<file path="src/sv/bitstream_header_validator_unit_defines.svh">
// assertion macros used by the rtl
`ifndef BITSTREAM_HEADER_VALIDATOR_UNIT_DEFINES_SVH
`define BITSTREAM_HEADER_VALIDATOR_UNIT_DEFINES_SVH

// same-cycle implication
`define BHV_ASSERT_IMP(lbl, clk, rst, ante, cons) \
  lbl: assert property (@(posedge clk) disable iff (rst) (ante) |-> (cons)) \
    else $error("assertion failed");

// next-cycle implication
`define BHV_ASSERT_NXT(lbl, clk, rst, ante, cons) \
  lbl: assert property (@(posedge clk) disable iff (rst) (ante) |=> (cons)) \
    else $error("assertion failed");

`endif

</file>
<file path="src/sv/bhv_pkg.sv">
package bhv_pkg;

  localparam int MARKER_LEN = 20;
  localparam int SYNC_LEN = 4;
  localparam int MAX_LEN = (MARKER_LEN > SYNC_LEN) ? MARKER_LEN : SYNC_LEN;
  localparam int HIST_LEN = ((MAX_LEN > 2) ? MAX_LEN : 2) - 1;

  localparam int CNT_W = 16;
  localparam int CFG_W = 16;
  localparam int CFG_IDX_W = 2;

  localparam logic [CNT_W-1:0] CNT_MAX = {CNT_W{1'b1}};
  localparam logic [CFG_W-1:0] MIN_IMAGE_RESET = CFG_W'(1024);
  localparam logic [CFG_W-1:0] SEARCH_WINDOW_RESET = CFG_W'(1024);

  localparam logic [CFG_IDX_W-1:0] REG_MIN_IMAGE = CFG_IDX_W'(0);
  localparam logic [CFG_IDX_W-1:0] REG_SEARCH_WINDOW = CFG_IDX_W'(1);

  localparam logic [7:0] MARKER_TAB [MARKER_LEN] = '{
    8'h50, 8'h61, 8'h72, 8'h74, 8'h3A, 8'h20, 8'h69, 8'h43, 8'h45, 8'h34,
    8'h30, 8'h55, 8'h50, 8'h35, 8'h4B, 8'h2D, 8'h53, 8'h47, 8'h34, 8'h38
  };

  localparam logic [7:0] SYNC_TAB [SYNC_LEN] = '{8'h7E, 8'hAA, 8'h99, 8'h7E};

  typedef struct packed {
    logic marker_hit;
    logic sync_hit;
  } hits_t;

endpackage

</file>
<file path="src/sv/bhv_scan.sv">
module bhv_scan (
  input  logic          clk,
  input  logic          rst,
  input  logic          shift,
  input  logic          clear,
  input  logic [7:0]    image_byte,
  output bhv_pkg::hits_t hits
);
  import bhv_pkg::*;

  logic [7:0] hist [HIST_LEN];
  logic [7:0] win [HIST_LEN+1];
  logic       marker_hit;
  logic       sync_hit;

  // newest byte first
  always_comb begin
    win[0] = image_byte;
    for (int i = 1; i <= HIST_LEN; i++) begin
      win[i] = hist[i-1];
    end
  end

  always_comb begin
    marker_hit = 1'b1;
    for (int k = 0; k < MARKER_LEN; k++) begin
      if (win[MARKER_LEN-1-k] != MARKER_TAB[k]) begin
        marker_hit = 1'b0;
      end
    end
  end

  always_comb begin
    sync_hit = 1'b1;
    for (int k = 0; k < SYNC_LEN; k++) begin
      if (win[SYNC_LEN-1-k] != SYNC_TAB[k]) begin
        sync_hit = 1'b0;
      end
    end
  end

  assign hits.marker_hit = marker_hit;
  assign hits.sync_hit = sync_hit;

  always_ff @(posedge clk) begin
    if (rst) begin
      for (int i = 0; i < HIST_LEN; i++) begin
        hist[i] <= 8'h00;
      end
    end else if (shift) begin
      for (int i = 0; i < HIST_LEN; i++) begin
        hist[i] <= clear ? 8'h00 : win[i];
      end
    end
  end

endmodule

</file>
<file path="src/sv/bitstream_header_validator_unit.sv">
// channel  | valid     | stall     | payload
// ---------+-----------+-----------+---------------------------
// input    | in_valid  | in_stall  | image_byte, is_last
// output   | out_valid | out_stall | status, sync_start
// config   | cfg_we    | -         | cfg_index, cfg_data
//
// one byte per cycle while in_stall is low; a result is registered once its last byte leaves the input register
// the input register and the result register sit around the window compare
// rst is synchronous and clears registers to 1024/1024 and the image state
// in_stall rises only while a last byte waits for a stalled result register
`include "bitstream_header_validator_unit_defines.svh"

module bitstream_header_validator_unit (
  input  logic                          clk,
  input  logic                          rst,
  input  logic                          in_valid,
  output logic                          in_stall,
  input  logic [7:0]                    image_byte,
  input  logic                          is_last,
  output logic                          out_valid,
  input  logic                          out_stall,
  output logic                          status,
  output logic [15:0]                   sync_start,
  input  logic                          cfg_we,
  input  logic [bhv_pkg::CFG_IDX_W-1:0] cfg_index,
  input  logic [bhv_pkg::CFG_W-1:0]     cfg_data
);
  import bhv_pkg::*;

  logic [CFG_W-1:0] min_image_bytes;
  logic [CFG_W-1:0] search_window_bytes;

  logic             s1_valid;
  logic [7:0]       s1_byte;
  logic             s1_last;

  logic [CNT_W-1:0] byte_count;
  logic [CNT_W-1:0] byte_count_next;
  logic             marker_seen;
  logic             marker_seen_next;
  logic [CNT_W-1:0] marker_position;
  logic [CNT_W-1:0] marker_position_next;
  logic             sync_seen;
  logic             sync_seen_next;
  logic [CNT_W-1:0] sync_position;
  logic [CNT_W-1:0] sync_position_next;

  logic             proc;
  logic             load;
  logic [CNT_W:0]   received;
  logic             marker_ok;
  logic             sync_ok;
  logic             image_ok;
  hits_t            hits;

  assign proc = s1_valid && (!s1_last || !out_valid || !out_stall);
  assign load = !s1_valid || proc;
  assign in_stall = !load;

  always_ff @(posedge clk) begin
    if (rst) begin
      min_image_bytes <= MIN_IMAGE_RESET;
      search_window_bytes <= SEARCH_WINDOW_RESET;
    end else if (cfg_we) begin
      case (cfg_index)
        REG_MIN_IMAGE:     min_image_bytes <= cfg_data;
        REG_SEARCH_WINDOW: search_window_bytes <= cfg_data;
        default:           ;
      endcase
    end
  end

  // input register
  always_ff @(posedge clk) begin
    if (rst) begin
      s1_valid <= 1'b0;
    end else if (load) begin
      s1_valid <= in_valid;
    end
  end

  always_ff @(posedge clk) begin
    if (load && in_valid) begin
      s1_byte <= image_byte;
      s1_last <= is_last;
    end
  end

  bhv_scan u_scan (
    .clk        (clk),
    .rst        (rst),
    .shift      (proc),
    .clear      (s1_last),
    .image_byte (s1_byte),
    .hits       (hits)
  );

  assign received = {1'b0, byte_count} + (CNT_W+1)'(1);

  always_comb begin
    byte_count_next = (byte_count == CNT_MAX) ? byte_count : received[CNT_W-1:0];

    marker_ok = !marker_seen && hits.marker_hit
      && (received >= (CNT_W+1)'(MARKER_LEN))
      && (received <= {1'b0, search_window_bytes});
    sync_ok = !sync_seen && hits.sync_hit
      && (received >= (CNT_W+1)'(SYNC_LEN))
      && (received <= {1'b0, search_window_bytes});

    marker_seen_next = marker_seen || marker_ok;
    marker_position_next = marker_ok ? received[CNT_W-1:0] - CNT_W'(MARKER_LEN)
                                     : marker_position;
    sync_seen_next = sync_seen || sync_ok;
    sync_position_next = sync_ok ? received[CNT_W-1:0] - CNT_W'(SYNC_LEN)
                                 : sync_position;

    image_ok = (byte_count_next >= min_image_bytes) && marker_seen_next
      && sync_seen_next && (marker_position_next < sync_position_next);
  end

  always_ff @(posedge clk) begin
    if (rst) begin
      byte_count <= '0;
      marker_seen <= 1'b0;
      marker_position <= '0;
      sync_seen <= 1'b0;
      sync_position <= '0;
    end else if (proc) begin
      if (s1_last) begin
        byte_count <= '0;
        marker_seen <= 1'b0;
        marker_position <= '0;
        sync_seen <= 1'b0;
        sync_position <= '0;
      end else begin
        byte_count <= byte_count_next;
        marker_seen <= marker_seen_next;
        marker_position <= marker_position_next;
        sync_seen <= sync_seen_next;
        sync_position <= sync_position_next;
      end
    end
  end

  // result register
  always_ff @(posedge clk) begin
    if (rst) begin
      out_valid <= 1'b0;
    end else if (proc && s1_last) begin
      out_valid <= 1'b1;
    end else if (!out_stall) begin
      out_valid <= 1'b0;
    end
  end

  always_ff @(posedge clk) begin
    if (proc && s1_last) begin
      status <= !image_ok;
      sync_start <= image_ok ? sync_position_next : '0;
    end
  end

  `BHV_ASSERT_IMP(a_bad_zero_offset, clk, rst, out_valid && status, sync_start == '0)
  `BHV_ASSERT_IMP(a_stall_on_last, clk, rst, in_stall, s1_valid && s1_last && out_valid)
  `BHV_ASSERT_NXT(a_clear_after_last, clk, rst, proc && s1_last,
    byte_count == '0 && !marker_seen && !sync_seen && out_valid)

endmodule

</file>
<file path="config.mk">
export PLATFORM = sky130hd
export DESIGN_NAME = bitstream_header_validator_unit
export DESIGN_NICKNAME = d
export VERILOG_FILES = /design/src/sv/bhv_pkg.sv /design/src/sv/bhv_scan.sv /design/src/sv/bitstream_header_validator_unit.sv
export VERILOG_INCLUDE_DIRS = /design/src /design/src/sv
export SDC_FILE = /design/constraint.sdc
export NUM_CORES = 1
export LEC_CHECK = 0
export ABC_AREA = 1
export BUFFER_PORTS_ARGS = -buffer_cell sky130_fd_sc_hd__buf_2
export CORE_ASPECT_RATIO = 1.75
export CORE_MARGIN = 5
export CORE_UTILIZATION = 67
export DETAILED_ROUTE_END_ITERATION = 8
export PLACE_DENSITY = 0.88
export SYNTH_ARGS = -nofsm -noshare
export SYNTH_HDL_FRONTEND = slang
export SYNTH_SLANG_ARGS = --single-unit
</file>
<file path="constraint.sdc">
create_clock -name clk -period 17.6 [get_ports clk]
set_clock_uncertainty 0.1 [all_clocks]
set_input_delay 0.88 -clock clk [delete_from_list [all_inputs] [get_ports clk]]
set_output_delay 0.88 -clock clk [all_outputs]
set_load 0.005 [all_outputs]
</file>
==> results of run 1 <==
-- worst max-delay path, stage by stage, from the launching register on --
cell	delay [ns]
dfxtp_1	0.57
ha_1	0.32
nand3_2	0.17
nor2_2	0.18
nand3_1	0.11
nand2_1	0.08
nand2_1	0.12
inv_1	0.16
ha_1	0.28
a21oi_1	0.14
nor2_1	0.05
nor3_1	0.15
nor2_1	0.07
nor2_1	0.12
nand3_1	0.09
nand2_1	0.24
nand3_2	0.54
o21ai_0	0.42
inv_1	0.08
ha_1	0.29
a21oi_1	0.11
nand3b_1	0.12
a21oi_1	0.06
nor3_1	0.13
nand3_1	0.11
a211oi_2	0.24
nand2_4	0.26
nor2_1	0.19
-- cell families after synthesis --
logic type | count (synthesis) | synth area share
and+or+nand+nor | 587 | 0.205
buffers and inverters | 354 | 0.105
DFF | 262 | 0.548
AOI/OAI and AO/OA | 178 | 0.0763
adders and majority gates | 52 | 0.0507
xor gates and xnor gates | 21 | 0.0143
muxes | 1 | 0.000781
-- metal layers --
layer | part of all wire | global-route usage | up-vias
met5 | 0 | 0 | -
met4 | 0.079 | 0.187 | 0
met3 | 0.044 | 0.0265 | 132
met2 | 0.53 | 0.507 | 379
met1 | 0.35 | 0.284 | 4566
li1 | - | - | 4761
-- synth_stat cells --
cell	count
buf_1	1
nand2_1	175
inv_1	302
a32o_1	3
nand2_2	14
nand3_2	5
or2_2	1
a22o_1	1
nand4_1	36
buf_12	1
edfxtp_1	178
nor3_1	19
a21o_1	1
buf_2	1
nand2_4	2
a211oi_1	2
o31ai_1	1
nand3_1	30
clkinv_1	4
nand3b_1	2
nand3_4	2
nor4b_1	1
nor2_2	5
nor4_1	15
xor2_1	21
inv_4	1
nor2_1	266
nor3b_1	2
o21ai_0	69
nor2_4	12
o21ai_1	4
o211ai_1	5
dfxtp_1	84
a211oi_2	1
ha_1	52
inv_2	8
a21oi_1	60
clkbuf_1	36
o22ai_1	31
mux2i_1	1
-- flip-flops by register name, summed over array words and instances (netlist names) --
register             flops
search_window_bytes     16
out_valid                1
sync_start              16
byte_count              16
status                   1
marker_seen              1
sync_position           16
marker_position         16
s1_last                  1
min_image_bytes         16
s1_byte                  8
u_scan.hist            152
sync_seen                1
s1_valid                 1
-- path summary, 6_finish.rpt --
path,from,endpoint,slack (ns),cells after the start
max,byte_count[0]$_SDFFE_PP0P_,sync_start[4]$_SDFFCE_PN0P_,11.93,27
min,min_image_bytes[11]$_SDFFE_PP0P_,min_image_bytes[11]$_SDFFE_PP0P_,0.36,2
max reg2reg,byte_count[0]$_SDFFE_PP0P_,sync_start[4]$_SDFFCE_PN0P_,11.93,27
min reg2reg,min_image_bytes[11]$_SDFFE_PP0P_,min_image_bytes[11]$_SDFFE_PP0P_,0.36,2
-- layout make-up --
cell class              count  area [um2]
flip-flops and latches    262        7030
fillers                  1341        5010
multi-input cells         839        4450
inverters                 315        1190
clock buffers              31         679
well taps                 241         302
repair buffers             52         265
clock inverters            13         105
-- layout by cell type (no fill, tap or decap), types with 2 or more instances in the layout --
cell / Yosys / routed
a211oi_1: 2 / 2
a21oi_1: 60 / 60
a32o_1: 3 / 3
buf_2: 1 / 50
buf_4: 0 / 2
clkbuf_1: 36 / 4
clkbuf_16: 0 / 26
clkinv_1: 4 / 5
clkinv_2: 0 / 7
dfxtp_1: 84 / 84
edfxtp_1: 178 / 178
ha_1: 52 / 52
inv_1: 302 / 301
inv_2: 8 / 8
inv_4: 1 / 2
nand2_1: 175 / 175
nand2_2: 14 / 14
nand2_4: 2 / 2
nand3_1: 30 / 30
nand3_2: 5 / 5
nand3_4: 2 / 2
nand3b_1: 2 / 2
nand4_1: 36 / 36
nor2_1: 266 / 266
nor2_2: 5 / 5
nor2_4: 12 / 12
nor3_1: 19 / 19
nor3b_1: 2 / 2
nor4_1: 15 / 15
o211ai_1: 5 / 5
o21ai_0: 69 / 69
o21ai_1: 4 / 4
o22ai_1: 31 / 31
xor2_1: 21 / 21
-- through the flow --
stage / cell area, um2 / power [mW] / std cells / hold slack [ns]
2_1_floorplan: 12800 / 0.750 / 1455 / 0.323
3_3_place_gp: 13200 / 0.766 / 1709 / 0.343
3_5_place_dp: 13200 / 0.770 / 1709 / 0.354
4_1_cts: 14000 / 1.28 / 1753 / 0.364
5_1_grt: 14000 / 1.32 / 1753 / 0.378
6_report: 14000 / 1.28 / 1753 / 0.365
-- report_power, final --
part           switching, mW  total [mW]  leakage, nW  internal, mW
logic                 0.0449      0.0615         3.25        0.0166
registers             0.0135       0.697         2.58         0.683
clock network          0.228       0.517        0.388         0.289
total                  0.286        1.28         6.22         0.989
==> results.json, run 1 <==
{
  "finalSetupViolCount": 0,
  "fp.dieW_um": 115,
  "worst_pin_slew_ns": 1.14,
  "cts.sinks": 262,
  "area_growth_pct": 9.32,
  "syn_area_um2": 12800,
  "powerDensity_nw_per_um2": 91.0,
  "drt-pass1-iter-count": 7,
  "clock_latency_ns": 0.53,
  "hold_violations": 0,
  "maxSlewHeadroom": 0.239,
  "antenna_found_initial": 0,
  "grt_util_all_layers": 0.273,
  "fin_nets": 1578,
  "cts_root_buffer": "clkbuf_16",
  "ys_top_cells_by_area": "edfxtp_1 (42%), dfxtp_1 (13%), inv_1 (8.8%), nor2_1 (7.8%), nand2_1 (5.1%)",
  "cts_buffers": 24,
  "rsz0062_at_grt": "no",
  "first_iter_violations": 816,
  "drv_cap": 0,
  "postLayoutCoreUtil": 0.737,
  "h-tree-depth": 1,
  "grt_pass1_wl_um": 47600,
  "cts_tree": "built",
  "synthDominantCellAreaShare": 0.417,
  "cts_hold_buf": 0,
  "crit_fanout": 32,
  "die_h_um": 193,
  "cts_buffer_depth": 3,
  "fin_crit_sh": 0.322,
  "synth_top_cell_by_area": "edfxtp_1",
  "die_area_um2": 22100,
  "grt_max_degree": 109,
  "fp-row-count": 67,
  "required_ns": 17.87,
  "ys_warn_count": 0,
  "synthCells": 1455,
  "synth_seq_area_share": 0.548,
  "gp_congestion": 1.03,
  "critPathArrivalTime_ns": 5.94,
  "initial_core_util": 0.674,
  "slew_viol_final": 0,
  "pre_cts_ws_ns": 12.06,
  "path_clk_slew_ns": 0.07,
  "ios": 51,
  "diodes": 0,
  "postCtsSetupBuffers": 0,
  "vias": 9838,
  "worst_ir_drop_vdd_mv": 0.0970,
  "synth.distinct_cells": 40,
  "min_path_type": "register to register",
  "remaining_drc_errors": 0,
  "status": "complete, no violations",
  "cts.repair.resized": 0,
  "grt_overflow": 0,
  "finalSetupTns_ns": 0,
  "wl_um": 29700,
  "coreArea_um2": 19000,
  "p_leak_nw": 6.22,
  "numPortBuffers": 50,
  "end_kind": "register",
  "drive_above_1_share": 0.0946,
  "hpwl_um": 21500,
  "start_kind": "register",
  "viasPerCell": 5.61,
  "setup_ws_ns": 11.93,
  "first_global_vias": 9866,
  "routedWlPerCell_um": 17.0,
  "clock.fmax_mhz": 176,
  "synth_nets": 1539,
  "syn_avg_cell_area_um2": 8.81,
  "synth-seq-cells": 262,
  "critPathKind": "register to register",
  "antenna_left": 0,
  "fin_crit_ns": 5.67
}
Power figures use the tool's default switching activity.
==> run 2: changes to the inputs <==
--- a/config.mk
+++ b/config.mk
@@ -6,13 +6,13 @@
 export SDC_FILE = /design/constraint.sdc
 export NUM_CORES = 1
 export LEC_CHECK = 0
-export ABC_AREA = 1
+export ABC_AREA = 0
 export BUFFER_PORTS_ARGS = -buffer_cell sky130_fd_sc_hd__buf_2
 export CORE_ASPECT_RATIO = 1.75
 export CORE_MARGIN = 5
-export CORE_UTILIZATION = 67
+export CORE_UTILIZATION = 62
 export DETAILED_ROUTE_END_ITERATION = 8
-export PLACE_DENSITY = 0.88
+export PLACE_DENSITY = 0.83
 export SYNTH_ARGS = -nofsm -noshare
 export SYNTH_HDL_FRONTEND = slang
 export SYNTH_SLANG_ARGS = --single-unit
==> constraint.sdc (replaced) <==
create_clock -name clk -period 5.8 [get_ports clk]
set_clock_uncertainty 0.1 [all_clocks]
set_input_delay 0.29 -clock clk [delete_from_list [all_inputs] [get_ports clk]]
set_output_delay 0.29 -clock clk [all_outputs]
set_load 0.005 [all_outputs]
==> results.json, run 2 <==
{
  "antenna_left": 0,
  "end_kind": "register",
  "holdWs_ns": 0.139,
  "finalInstanceArea_um2": 14800,
  "path_clk_slew_ns": 0.07,
  "synth_edf_count": 178,
  "powerDensity_nw_per_um2": 269,
  "r2r-end": "sync_start[6]$_SDFFCE_PN0P_",
  "totalPowerFinal_mw": 3.97,
  "mostFrequentLayoutCells": "edfxtp_1 (178), and3_1 (146), nand2_1 (119)",
  "cpLargestDelayFamily": "simple AND/OR/NAND/NOR gates",
  "die_area_um2": 23700,
  "synth.distinct_cells": 80,
  "p_leak_nw": 6.42,
  "numPortBuffers": 50,
  "fp.dieW_um": 119,
  "coreArea_um2": 20300,
  "stdcell_count": 1502,
  "max_stage_delay_ns": 0.38,
  "drt-pass1-iter-count": 5,
  "ys_warn_count": 0,
  "clock_latency_ns": 0.53,
  "rsz0062_at_grt": "no",
  "clock.fmax_mhz": 181,
  "synthCells": 1134,
  "cts_root_buffer": "clkbuf_16",
  "antenna_found_initial": 0,
  "maxSlewHeadroom": 0.275,
  "syn_avg_cell_area_um2": 11.3,
  "critPathLaunch": "byte_count[1]$_SDFFE_PP0P_",
  "crit_fanout": 16,
  "critPathArrivalTime_ns": 5.78,
  "min_path_type": "input port to register",
  "die_h_um": 200,
  "synth-seq-cells": 262,
  "largest_register_ffs": 152,
  "place_area_um2": 13500,
  "ff2ff_path_depth": 26,
  "drive_above_1_share": 0.187,
  "p_sw_frac": 0.223,
  "finalSetupTns_ns": 0,
  "area_growth_pct": 15.4,
  "routedWlPerCell_um": 21.6,
  "cts_tree": "built",
  "grt_max_degree": 147,
  "hold_violations": 0,
  "fp-row-count": 69,
  "r2r_slack_ns": 0.28,
  "cts_buffer_depth": 3,
  "postLayoutCoreUtil": 0.727,
  "setup_ws_ns": 0.281,
  "wl_um": 32400,
  "viasPerCell": 6.27,
  "start_kind": "register",
  "first_iter_violations": 858,
  "synth_seq_area_share": 0.549,
  "vias": 9421,
  "initial_core_util": 0.630,
  "layout.cells.most_common": "edfxtp_1",
  "worst_pin_slew_ns": 1.08,
  "critPathKind": "register to register",
  "cts_buffers": 24,
  "crit_slowest_cell": "dfxtp_2",
  "async_reset_ff_frac": 0,
  "diodes": 0,
  "worst-path-stages": 26,
  "p_switching_mw": 0.887,
  "h-tree-depth": 1,
  "finalSetupViolCount": 0,
  "fin_nets": 1320,
  "grt_pass1_wl_um": 50400,
  "synth_top_cell_by_area": "edfxtp_1",
  "combPwrFrac": 0.046,
  "fin_crit_sh": 0.951,
  "cpMostUsedCell": "buf_4",
  "first_global_vias": 9475,
  "grt_overflow": 0,
  "synth_nets": 1218,
  "required_ns": 6.07,
  "pwr-share-clk": 0.421,
  "crit_end": "sync_start[6]$_SDFFCE_PN0P_",
  "path_buf_inv": 5,
  "syn_area_um2": 12800,
  "synth_ff_type": "edfxtp_1",
  "reg2reg_from": "byte_count[1]$_SDFFE_PP0P_",
  "largest-register": "u_scan.hist",
  "ys_top_cells_by_area": "edfxtp_1 (42%), dfxtp_1 (13%), and3_1 (7.1%), ha_1 (5.1%), nand2_1 (3.5%)",
  "pre_cts_ws_ns": -0.151,
  "slew_viol_final": 0,
  "fin_crit_ns": 5.52,
  "p_int_mw": 3.08,
  "drv_cap": 0,
  "status": "complete, no violations",
  "synth.most_common_cell": "edfxtp_1",
  "worst_ir_drop_vdd_mv": 0.321,
  "hpwl_um": 22000,
  "pwr-share-seq": 0.533,
  "remaining_drc_errors": 0,
  "cts.sinks": 262,
  "synthDominantCellAreaShare": 0.418,
  "fillers": 1313,
  "synth_common_cells": "edfxtp_1 (178), and3_1 (146), nand2_1 (119), dfxtp_1 (84), inv_1 (55)",
  "ios": 51,
  "grt_util_all_layers": 0.267,
  "dp_cells": 1428,
  "gp_congestion": 0.957
}
==> run 2: cell types whose count changed after synthesis, sizes merged, moves of 17 or more <==
cell	delta
xnor2	+28
o21ai	-45
o22ai	-26
inv	-255
nor2	-245
a22o	+25
nand3	-17
and3	+146
mux2i	+19
nand2	-71
==> run 2: timing repair <==
action / CTS / global route
setup endpoints to repair: 17 / 17
pin swaps: 1 / 3
resized for setup: 4 / 17
hold buffers: 27 / 0
endpoints found under the hold margin: 43 / 0
setup buffers: 0 / 3
==> run 2: how the worst min path moves through the flow <==
stage	depth (start not counted)	end	slack (ns)	from
2_1_floorplan	0	s1_byte[0]$_DFFE_PP_	0.29	image_byte[0]
3_3_place_gp	2	sync_position[4]$_SDFFE_PP0P_	0.34	sync_position[4]$_SDFFE_PP0P_
3_5_place_dp	2	sync_position[5]$_SDFFE_PP0P_	0.35	sync_position[5]$_SDFFE_PP0P_
4_1_cts	4	min_image_bytes[13]$_SDFFE_PP0P_	0.11	cfg_index[1]
5_1_grt	4	min_image_bytes[2]$_SDFFE_PP0P_	0.15	cfg_index[1]
6_report	4	min_image_bytes[2]$_SDFFE_PP0P_	0.14	cfg_index[1]
==> run 2: kinds of logic (layout without fill, tap and decap cells) <==
family	Yosys count	after routing	synth area share
adder cells (fa/ha/maj)	52	52	0.0509
XOR/XNOR	33	33	0.0232
buffers and inverters	127	247	0.0445
AND/OR/NAND/NOR	467	467	0.213
AO/OA/AOI/OAI	159	159	0.0870
multiplexers	34	34	0.0319
flip-flops	262	262	0.549
==> run 2: worst reg2reg max path, stage by stage (launching register included) <==
cell      delay (ns)
dfxtp_2         0.38
ha_2            0.20
buf_4           0.14
and4_1          0.21
nand4_1         0.11
xor2_1          0.24
inv_1           0.09
ha_1            0.30
nand2_1         0.10
nor4_4          0.27
a41oi_1         0.15
a21boi_0        0.14
buf_4           0.17
nor4_2          0.20
buf_4           0.17
nand2_4         0.10
mux2_4          0.35
ha_1            0.29
a21o_1          0.16
a21o_1          0.19
a211oi_2        0.29
nor3_2          0.09
nand2_1         0.14
o21ai_0         0.10
a211o_1         0.31
buf_6           0.18
nor3_1          0.18
==> run 2: power groups by stage <==
stage	Sequential, mW	Clock (mW)	Combinational, mW
3_3_place_gp	2.15	0	0.161
2_1_floorplan	2.14	0	0.109
3_5_place_dp	2.16	0	0.164
6_report	2.12	1.67	0.184
5_1_grt	2.12	1.77	0.202
4_1_cts	2.12	1.68	0.181
==> run 2: layout make-up <==
class,instances,area (um2),area share
multi-input cells,745,5310,0.360
clock inverters,15,163,0.0110
inverters,57,219,0.0148
flip-flops and latches,262,7030,0.477
well taps,248,310,0.0210
clock buffers,29,661,0.0448
repair buffers,146,1060,0.0717
==> run 2: routing by layer <==
| layer | vias up | wire length [um] | part of all wire | GRT usage |
|---|---|---|---|---|
| met4 | 0 | 2370 | 0.073 | 0.178 |
| li1 | 4387 | - | - | - |
| met5 | - | 0 | 0 | 0 |
| met2 | 346 | 17000 | 0.52 | 0.479 |
| met1 | 4559 | 11500 | 0.35 | 0.298 |
| met3 | 129 | 1570 | 0.048 | 0.0321 |
